$ cat src/rtl/mm4_pkg.sv
`timescale 1ns / 1ps
// ----------------------------------------------------------------------------
// mm4_pkg
// Shared types and widths for the 4x4 fixed-point matrix multiplier.
// ----------------------------------------------------------------------------
package mm4_pkg;

    localparam int WORD_W = 32;         // one Q16.16 element
    localparam int PROD_W = 2 * WORD_W; // one Q32.32 product
    localparam int NCOLS  = 4;          // elements carried by one transfer

    typedef logic signed [WORD_W-1:0] t_word;
    typedef logic signed [PROD_W-1:0] t_prod;

    // Pipeline tag that travels with one product row.
    typedef struct packed {
        logic       vld;
        logic [1:0] row;
        logic       last;
    } t_tag;

endpackage

$ cat src/rtl/mm4_merge.sv
`timescale 1ns / 1ps
// ----------------------------------------------------------------------------
// mm4_merge
// Gathers the lane results into one product row and holds the output register.
// ----------------------------------------------------------------------------
module mm4_merge (
    input  logic           i_clk,
    input  logic           i_rst_n,
    input  logic           i_adv,
    input  mm4_pkg::t_tag  i_tag,
    input  mm4_pkg::t_word i_elem [mm4_pkg::NCOLS],
    input  logic [mm4_pkg::NCOLS-1:0] i_sat,
    output logic           o_valid,
    output logic [1:0]     o_row,
    output mm4_pkg::t_word o_col [mm4_pkg::NCOLS],
    output logic           o_sat,
    output logic           o_last
);
    import mm4_pkg::*;

    logic  r_valid;
    logic  [1:0] r_row;
    t_word r_col [NCOLS];
    logic  r_sat;
    logic  r_last;

    always_ff @(posedge i_clk) begin
        if (!i_rst_n) begin
            r_valid <= 1'b0;
        end else if (i_adv) begin
            r_valid <= i_tag.vld;
        end
    end

    always_ff @(posedge i_clk) begin
        if (i_adv) begin
            r_row  <= i_tag.row;
            r_last <= i_tag.last;
            r_sat  <= |i_sat;
            for (int j = 0; j < NCOLS; j++) begin
                r_col[j] <= i_elem[j];
            end
        end
    end

    assign o_valid = r_valid;
    assign o_row   = r_row;
    assign o_sat   = r_sat;
    assign o_last  = r_last;
    assign o_col   = r_col;

endmodule

$ cat config.mk
export PLATFORM = sky130hd
export DESIGN_NAME = mm4_merge
export DESIGN_NICKNAME = d
export VERILOG_FILES = /design/src/rtl/mm4_pkg.sv /design/src/rtl/mm4_merge.sv
export SDC_FILE = /design/constraint.sdc
export NUM_CORES = 1
export LEC_CHECK = 0
export BUFFER_PORTS_ARGS = -buffer_cell sky130_fd_sc_hd__buf_2
export CAP_MARGIN = 20
export CORE_UTILIZATION = 30
export DETAILED_ROUTE_END_ITERATION = 8
export PLACE_DENSITY = 0.66
export SKIP_LAST_GASP = 1
export SYNTH_ARGS = -nofsm -noshare
export SYNTH_HDL_FRONTEND = slang
export SYNTH_SLANG_ARGS = --single-unit
$ cat constraint.sdc
create_clock -name i_clk -period 1 [get_ports i_clk]
set_clock_uncertainty 0.2 [all_clocks]
set_input_delay 0.1 -clock i_clk [delete_from_list [all_inputs] [get_ports i_clk]]
set_output_delay 0.1 -clock i_clk [all_outputs]
set_load 0.01 [all_outputs]
==> impl_metrics.csv, run 1 <==
group,metric,value,unit
outcome,status,"aborted with a tool error",
outcome,flow.stopped_at,"clock tree synthesis",
outcome,error_line,"[ERROR RSZ-0060] Max buffer count reached.",
yosys,post_synthesis_cell_type_count,5,
yosys,synth-seq-area-share,99.41,%
yosys,syn_area_cell,29.47,um^2
clocking,cts_resized,2,
die,die_height,117.6,um
clocking,cts_setup_buffers,0,
place,dpl.hpwl,7150,um
place,place_congestion,0.8337,
yosys,count_of_state_elements_after_synthesis,133,
clocking,ctsRootBufferMaster,"clkbuf_16",
clocking,htreeDepth,4,
yosys,synth_enable_flop_cells,132,
die,die_width,117.6,um
clocking,tritoncts.num_buffers,17,
die,core.rowCount,41,
die,start_util,31.25,%
yosys,syn-num-nets,275,
yosys,synthesis.instances,136,
yosys,number_of_warnings_printed_during_yosys_synthesis,0,
place,postPlaceCellArea,5717,um^2
yosys,synthMostInstantiatedCell,"edfxtp_1",
yosys,post_synth_most_frequent_cells,"edfxtp_1 (132), dfxtp_1 (1), mux2i_1 (1), nor2b_1 (1), or4_1 (1)",
clocking,number_of_clock_sinks_seen_by_cts,133,
yosys,synth.area.top_cells,"edfxtp_1 (99%), dfxtp_1 (0.50%), mux2i_1 (0.25%)",
clocking,worst_case_clock_buffer_depth,2,
yosys,synthDominantAreaCellType,"edfxtp_1",
clocking,cts_hold_buffers,126,
yosys,yosys.area.top_type_share,98.91,%
yosys,async_flop_share,0,%
die,io_pins,272,
place,count_of_buffers_inserted_at_the_top_level_ports,271,
yosys,syn_area,4008,um^2
yosys,dominantRegCellSynth,"edfxtp_1",
==> cell families after synthesis <==
kind of cell / Yosys count / synth area share (%)
and+or+nand+nor: 2 / 0.3436
muxes: 1 / 0.2498
DFF: 133 / 99.41
==> through the flow <==
stage | util [%] | TNS (ns) | cells | worst slack (ns)
floorplan | - | -0.06318 | 136 | -0.06318
global placement | 44.58 | -8.977 | 592 | -0.1673
detailed placement | 44.58 | -10.31 | 592 | -0.1713
==> run 2, diff against run 1 <==
Settings changed: CORE_UTILIZATION 30 to 20, PLACE_DENSITY 0.66 to unset, PLACE_DENSITY_LB_ADDON set to 0.15.
Clock period 1 ns to 1.3 ns, I/O delays scaled along.
==> run 2 against run 1 <==
The flow now finishes, with violations (hold timing, setup timing). Synthesized area unchanged. Synthesized cell count unchanged.
==> impl_metrics.csv, run 2 <==
group,metric,value,unit
outcome,status,"finished, violations left",
outcome,failed_checks,"hold timing, setup timing",
global_route,wire_length_of_the_first_global_routing_pass,17260,um
sta,final_count_of_negative_setup_slack_endpoints,1,
drt,wl_per_cell,14.02,um
die,die_width,143.6,um
critical_path,path_delay_family,"flip-flops",
place,dpl.cell_count,680,
yosys,post_synthesis_cell_type_count,5,
critical_path,reg2reg_depth,2,
finish,antenna_cells,0,
global_route,grt_start_max_net_pins,34,
power_and_ir_drop,p_int,8237,uW
critical_path,critical_path.reg2reg.startpoint,"o_valid$_SDFFE_PN0P_",
critical_path,start_kind,"flop",
yosys,number_of_warnings_printed_during_yosys_synthesis,0,
critical_path,critPathSlowestCell,"edfxtp_1",
drt,initial_drt_pass_iterations,4,
critical_path,cp_num_buf_inv,1,
worst_hold_path,holdCritPathClass,"primary input to flop",
sta,achievable-frequency,769.0,MHz
critical_path,worst_setup_path_end_kind,"output port",
place,postPlaceCellArea,5799,um^2
sta,finalCritPeriodShare,100.0,%
critical_path,critical_path_peak_fanout,1,
power_and_ir_drop,vdd.ir_drop.worst,825.9,uV
clocking,tritoncts.num_buffers,17,
yosys,post_synth_most_frequent_cells,"edfxtp_1 (132), dfxtp_1 (1), mux2i_1 (1), nor2b_1 (1), or4_1 (1)",
critical_path,crit_type,"flop to output port",
critical_path,worst_setup_path_endpoint,"o_col[30]",
yosys,syn_area_cell,29.47,um^2
drt,num_vias,3030,
drt,wl,11870,um
finish,number_of_flip_flops_in_the_largest_register,128,
clocking,number_of_clock_sinks_seen_by_cts,133,
yosys,syn_area,4008,um^2
power_and_ir_drop,power_frac_clock,40.9,%
critical_path,worst_path_depth,1,
finish,nFillCells,1878,
sta,finalWorstSetupSlack,-0.0004609,ns
finish,finish.instance_area,7726,um^2
yosys,synthesis.instances,136,
critical_path,worstPathRequired,0.97,ns
job,maxCapViolCount,0,
die,design.die.area,20610,um^2
power_and_ir_drop,net-switching-power,2521,uW
global_route,overflow,0,
sta,worst_pin_slew,0.2075,ns
clocking,ctsRootBufferMaster,"clkbuf_16",
sta,report.final.slew_viol_count,0,
power_and_ir_drop,power.share.switching,23.44,%
drt,post_detailed_route_drc_marker_count,0,
power_and_ir_drop,share_comb_of_total_power,11.0,%
sta,slew_headroom,86.16,%
place,count_of_buffers_inserted_at_the_top_level_ports,271,
critical_path,slowest_delay,0.39,ns
yosys,yosys.area.top_type_share,98.91,%
global_route,grtUsageTotal,11.61,%
die,die_height,143.6,um
power_and_ir_drop,p_leak,0.003269,uW
die,core,19530,um^2
finish,layout_common_cells,"buf_2 (265), dlygate4sd3_1 (135), edfxtp_1 (132)",
sta,setup_repair_after_global_routing_missed_its_margin,"true",
yosys,synth_enable_flop_cells,132,
critical_path,worstReg2RegEnd,"o_valid$_SDFFE_PN0P_",
critical_path,startpoint,"o_col[30]$_DFFE_PP_",
yosys,synthMostInstantiatedCell,"edfxtp_1",
clocking,tritoncts,"done",
finish,drive_above_1_share,53.26,%
yosys,synthDominantAreaCellType,"edfxtp_1",
yosys,dominantRegCellSynth,"edfxtp_1",
clocking,htreeDepth,4,
die,core.rowCount,51,
drt,drt-initial-drc-count,109,
clocking,insertion_delay,0.41,ns
sta,min_period,1.300,ns
sta,finalHoldViolCount,1,
yosys,synth-seq-area-share,99.41,%
power_and_ir_drop,power_density,1392,nW/um^2
drt,drtAntennaViolNets,0,
finish,area_growth,92.79,%
die,io_pins,272,
finish,final_util,39.57,%
yosys,async_flop_share,0,%
clocking,path_clk_slew,0.07,ns
critical_path,timing.critical_path.cells,"buf_2",
global_route,initial_antenna_violation_count,0,
drt,average_vias_per_placed_instance,3.577,
critical_path,reg2reg_setup_slack,0.50,ns
die,start_util,20.52,%
finish,mostFrequentLayoutCell,"buf_2",
clocking,cts_hold_buffers,135,
clocking,cts_setup_buffers,0,
finish,filler_free_cell_count_of_the_finished_design,847,
finish,fin_nets,708,
yosys,count_of_state_elements_after_synthesis,133,
yosys,synth.area.top_cells,"edfxtp_1 (99%), dfxtp_1 (0.50%), mux2i_1 (0.25%)",
clocking,worst_case_clock_buffer_depth,2,
power_and_ir_drop,power.total,10760,uW
yosys,syn-num-nets,275,
critical_path,worstPathArrival,0.97,ns
place,dpl.hpwl,8634,um
power_and_ir_drop,seqPwrFrac,48.1,%
sta,hold_slack,-0.1869,ns
global_route,number_of_global_route_vias_before_repair,3352,
place,place_congestion,0.6993,
-- run 2: cell families after synthesis --
logic type,count (synthesis),synth area share (%)
flip-flops,133,99.41
AND/OR/NAND/NOR,2,0.3436
multiplexers,1,0.2498
-- run 2: how the worst min path moves through the flow --
stage                                endpoint  startpoint  cells after the start  slack [ns]
after CTS                     o_sat$_DFFE_PP_    i_sat[3]                      2       -0.21
final                         o_sat$_DFFE_PP_    i_sat[1]                      2       -0.19
after detailed placement  o_col[48]$_DFFE_PP_  i_elem[48]                      1        0.11
after global routing          o_sat$_DFFE_PP_    i_sat[3]                      2       -0.21
after floorplan            o_col[0]$_DFFE_PP_   i_elem[0]                      0        0.03
after global placement    o_col[74]$_DFFE_PP_  i_elem[74]                      1        0.11
-- run 2: final cells by class --
cell class	instances	area [um^2]	area share, %
clock buffer	17	425.4	5.506
clock inverter	15	118.9	1.538
multi-input combinational	3	23.77	0.3077
sequential	133	3984	51.56
tap	265	331.6	4.291
timing repair buffer	414	2843	36.79
-- run 2: metrics by stage --
step	hold WS [ns]	setup slack, ns	setup TNS (ns)
after floorplan	0.02887	0.2068	0
after global placement	0.1063	0.09198	0
after detailed placement	0.1081	0.05473	0
after CTS	-0.2111	-0.01180	-0.03116
after global routing	-0.2079	-0.04100	-0.6611
final	-0.1869	-0.0004609	-0.0004609
-- run 2: power by group through the flow --
stage / registers (uW) / logic, uW / clock network [uW]
global placement: 5260 / 868 / 0
floorplan: 5460 / 3.60 / 0
finish: 5170 / 1190 / 4400
detailed placement: 5260 / 870 / 0
CTS: 5170 / 1200 / 4560
global route: 5210 / 1280 / 4720
-- run 2: what timing repair did --
| action | CTS | global route |
|---|---|---|
| endpoints found under the setup margin | 8 | 62 |
| endpoints found under the hold margin | 140 | 1 |
| gates resized for setup | 0 | 8 |
-- run 2: metal layers --
metal / vias up / GRT usage (%) / share of wire [%]
met5: - / 0 / 0
met3: 18 / 6.365 / 10
met1: 1427 / 11.11 / 35
met2: 158 / 20.11 / 52
met4: 0 / 5.711 / 2.3
li1: 1427 / - / -
(Power assumes the default switching activity.)
==> run 3, diff against run 2 <==
Settings changed: CORE_AREA set to 2 2 105 107, CORE_UTILIZATION 20 to unset, DIE_AREA set to 0 0 107 109.
==> run 3 against run 2 <==
The run now fails in clock tree synthesis. Synthesized cell count unchanged. Synthesized area unchanged.
==> impl_metrics.csv, run 3 <==
group,metric,value,unit
outcome,status,"aborted with a tool error",
outcome,flow.stopped_at,"clock tree synthesis",
outcome,error_line,"[ERROR RSZ-0060] Max buffer count reached.",
yosys,synth_enable_flop_cells,132,
yosys,post_synth_most_frequent_cells,"edfxtp_1 (132), dfxtp_1 (1), mux2i_1 (1), nor2b_1 (1), or4_1 (1)",
yosys,syn_area,4008,um^2
yosys,synthesis.instances,136,
yosys,synthMostInstantiatedCell,"edfxtp_1",
yosys,post_synthesis_cell_type_count,5,
yosys,muxShareOfSynthArea,0.2498,%
yosys,synth_adder_area_share,0,%
yosys,syn-num-nets,275,
place,count_of_buffers_inserted_at_the_top_level_ports,271,
yosys,number_of_warnings_printed_during_yosys_synthesis,0,
yosys,synth_top_family_by_area,"simple AND/OR/NAND/NOR gates",
clocking,htreeDepth,4,
yosys,yosys.area.top_type_share,98.91,%
yosys,dominantRegCellSynth,"edfxtp_1",
yosys,async_flop_share,0,%
yosys,syn_area_cell,29.47,um^2
die,die_height,109,um
clocking,tritoncts.num_buffers,17,
yosys,synthDominantAreaCellType,"edfxtp_1",
place,place_congestion,0.7905,
yosys,synth-seq-area-share,99.41,%
yosys,count_of_state_elements_after_synthesis,133,
clocking,cts_resized,2,
place,dpl.cell_count,554,
clocking,cts_setup_buffers,0,
die,die_width,107,um
die,core.rowCount,38,
die,io_pins,272,
die,start_util,37.80,%
yosys,synth_xor_area_share,0,%
clocking,worst_case_clock_buffer_depth,2,
yosys,synth_simple_gate_area_share,0.3434,%
clocking,cts_hold_buffers,117,
yosys,synth-compound-area-share,0,%
clocking,number_of_clock_sinks_seen_by_cts,133,
clocking,ctsRootBufferMaster,"clkbuf_8",
place,dpl_worst_slack,0.07665,ns
yosys,synth.area.top_cells,"edfxtp_1 (99%), dfxtp_1 (0.50%), mux2i_1 (0.25%)",
==> run 3: kinds of logic after synthesis <==
kind of cell / count (synthesis)
and+or+nand+nor: 2
DFF: 133
muxes: 1
==> run 3: stage by stage <==
step | hold WS [ns] | instance area, um^2
after floorplan | 0.02887 | 4008
after global placement | 0.1061 | 5644
after detailed placement | 0.1081 | 5644
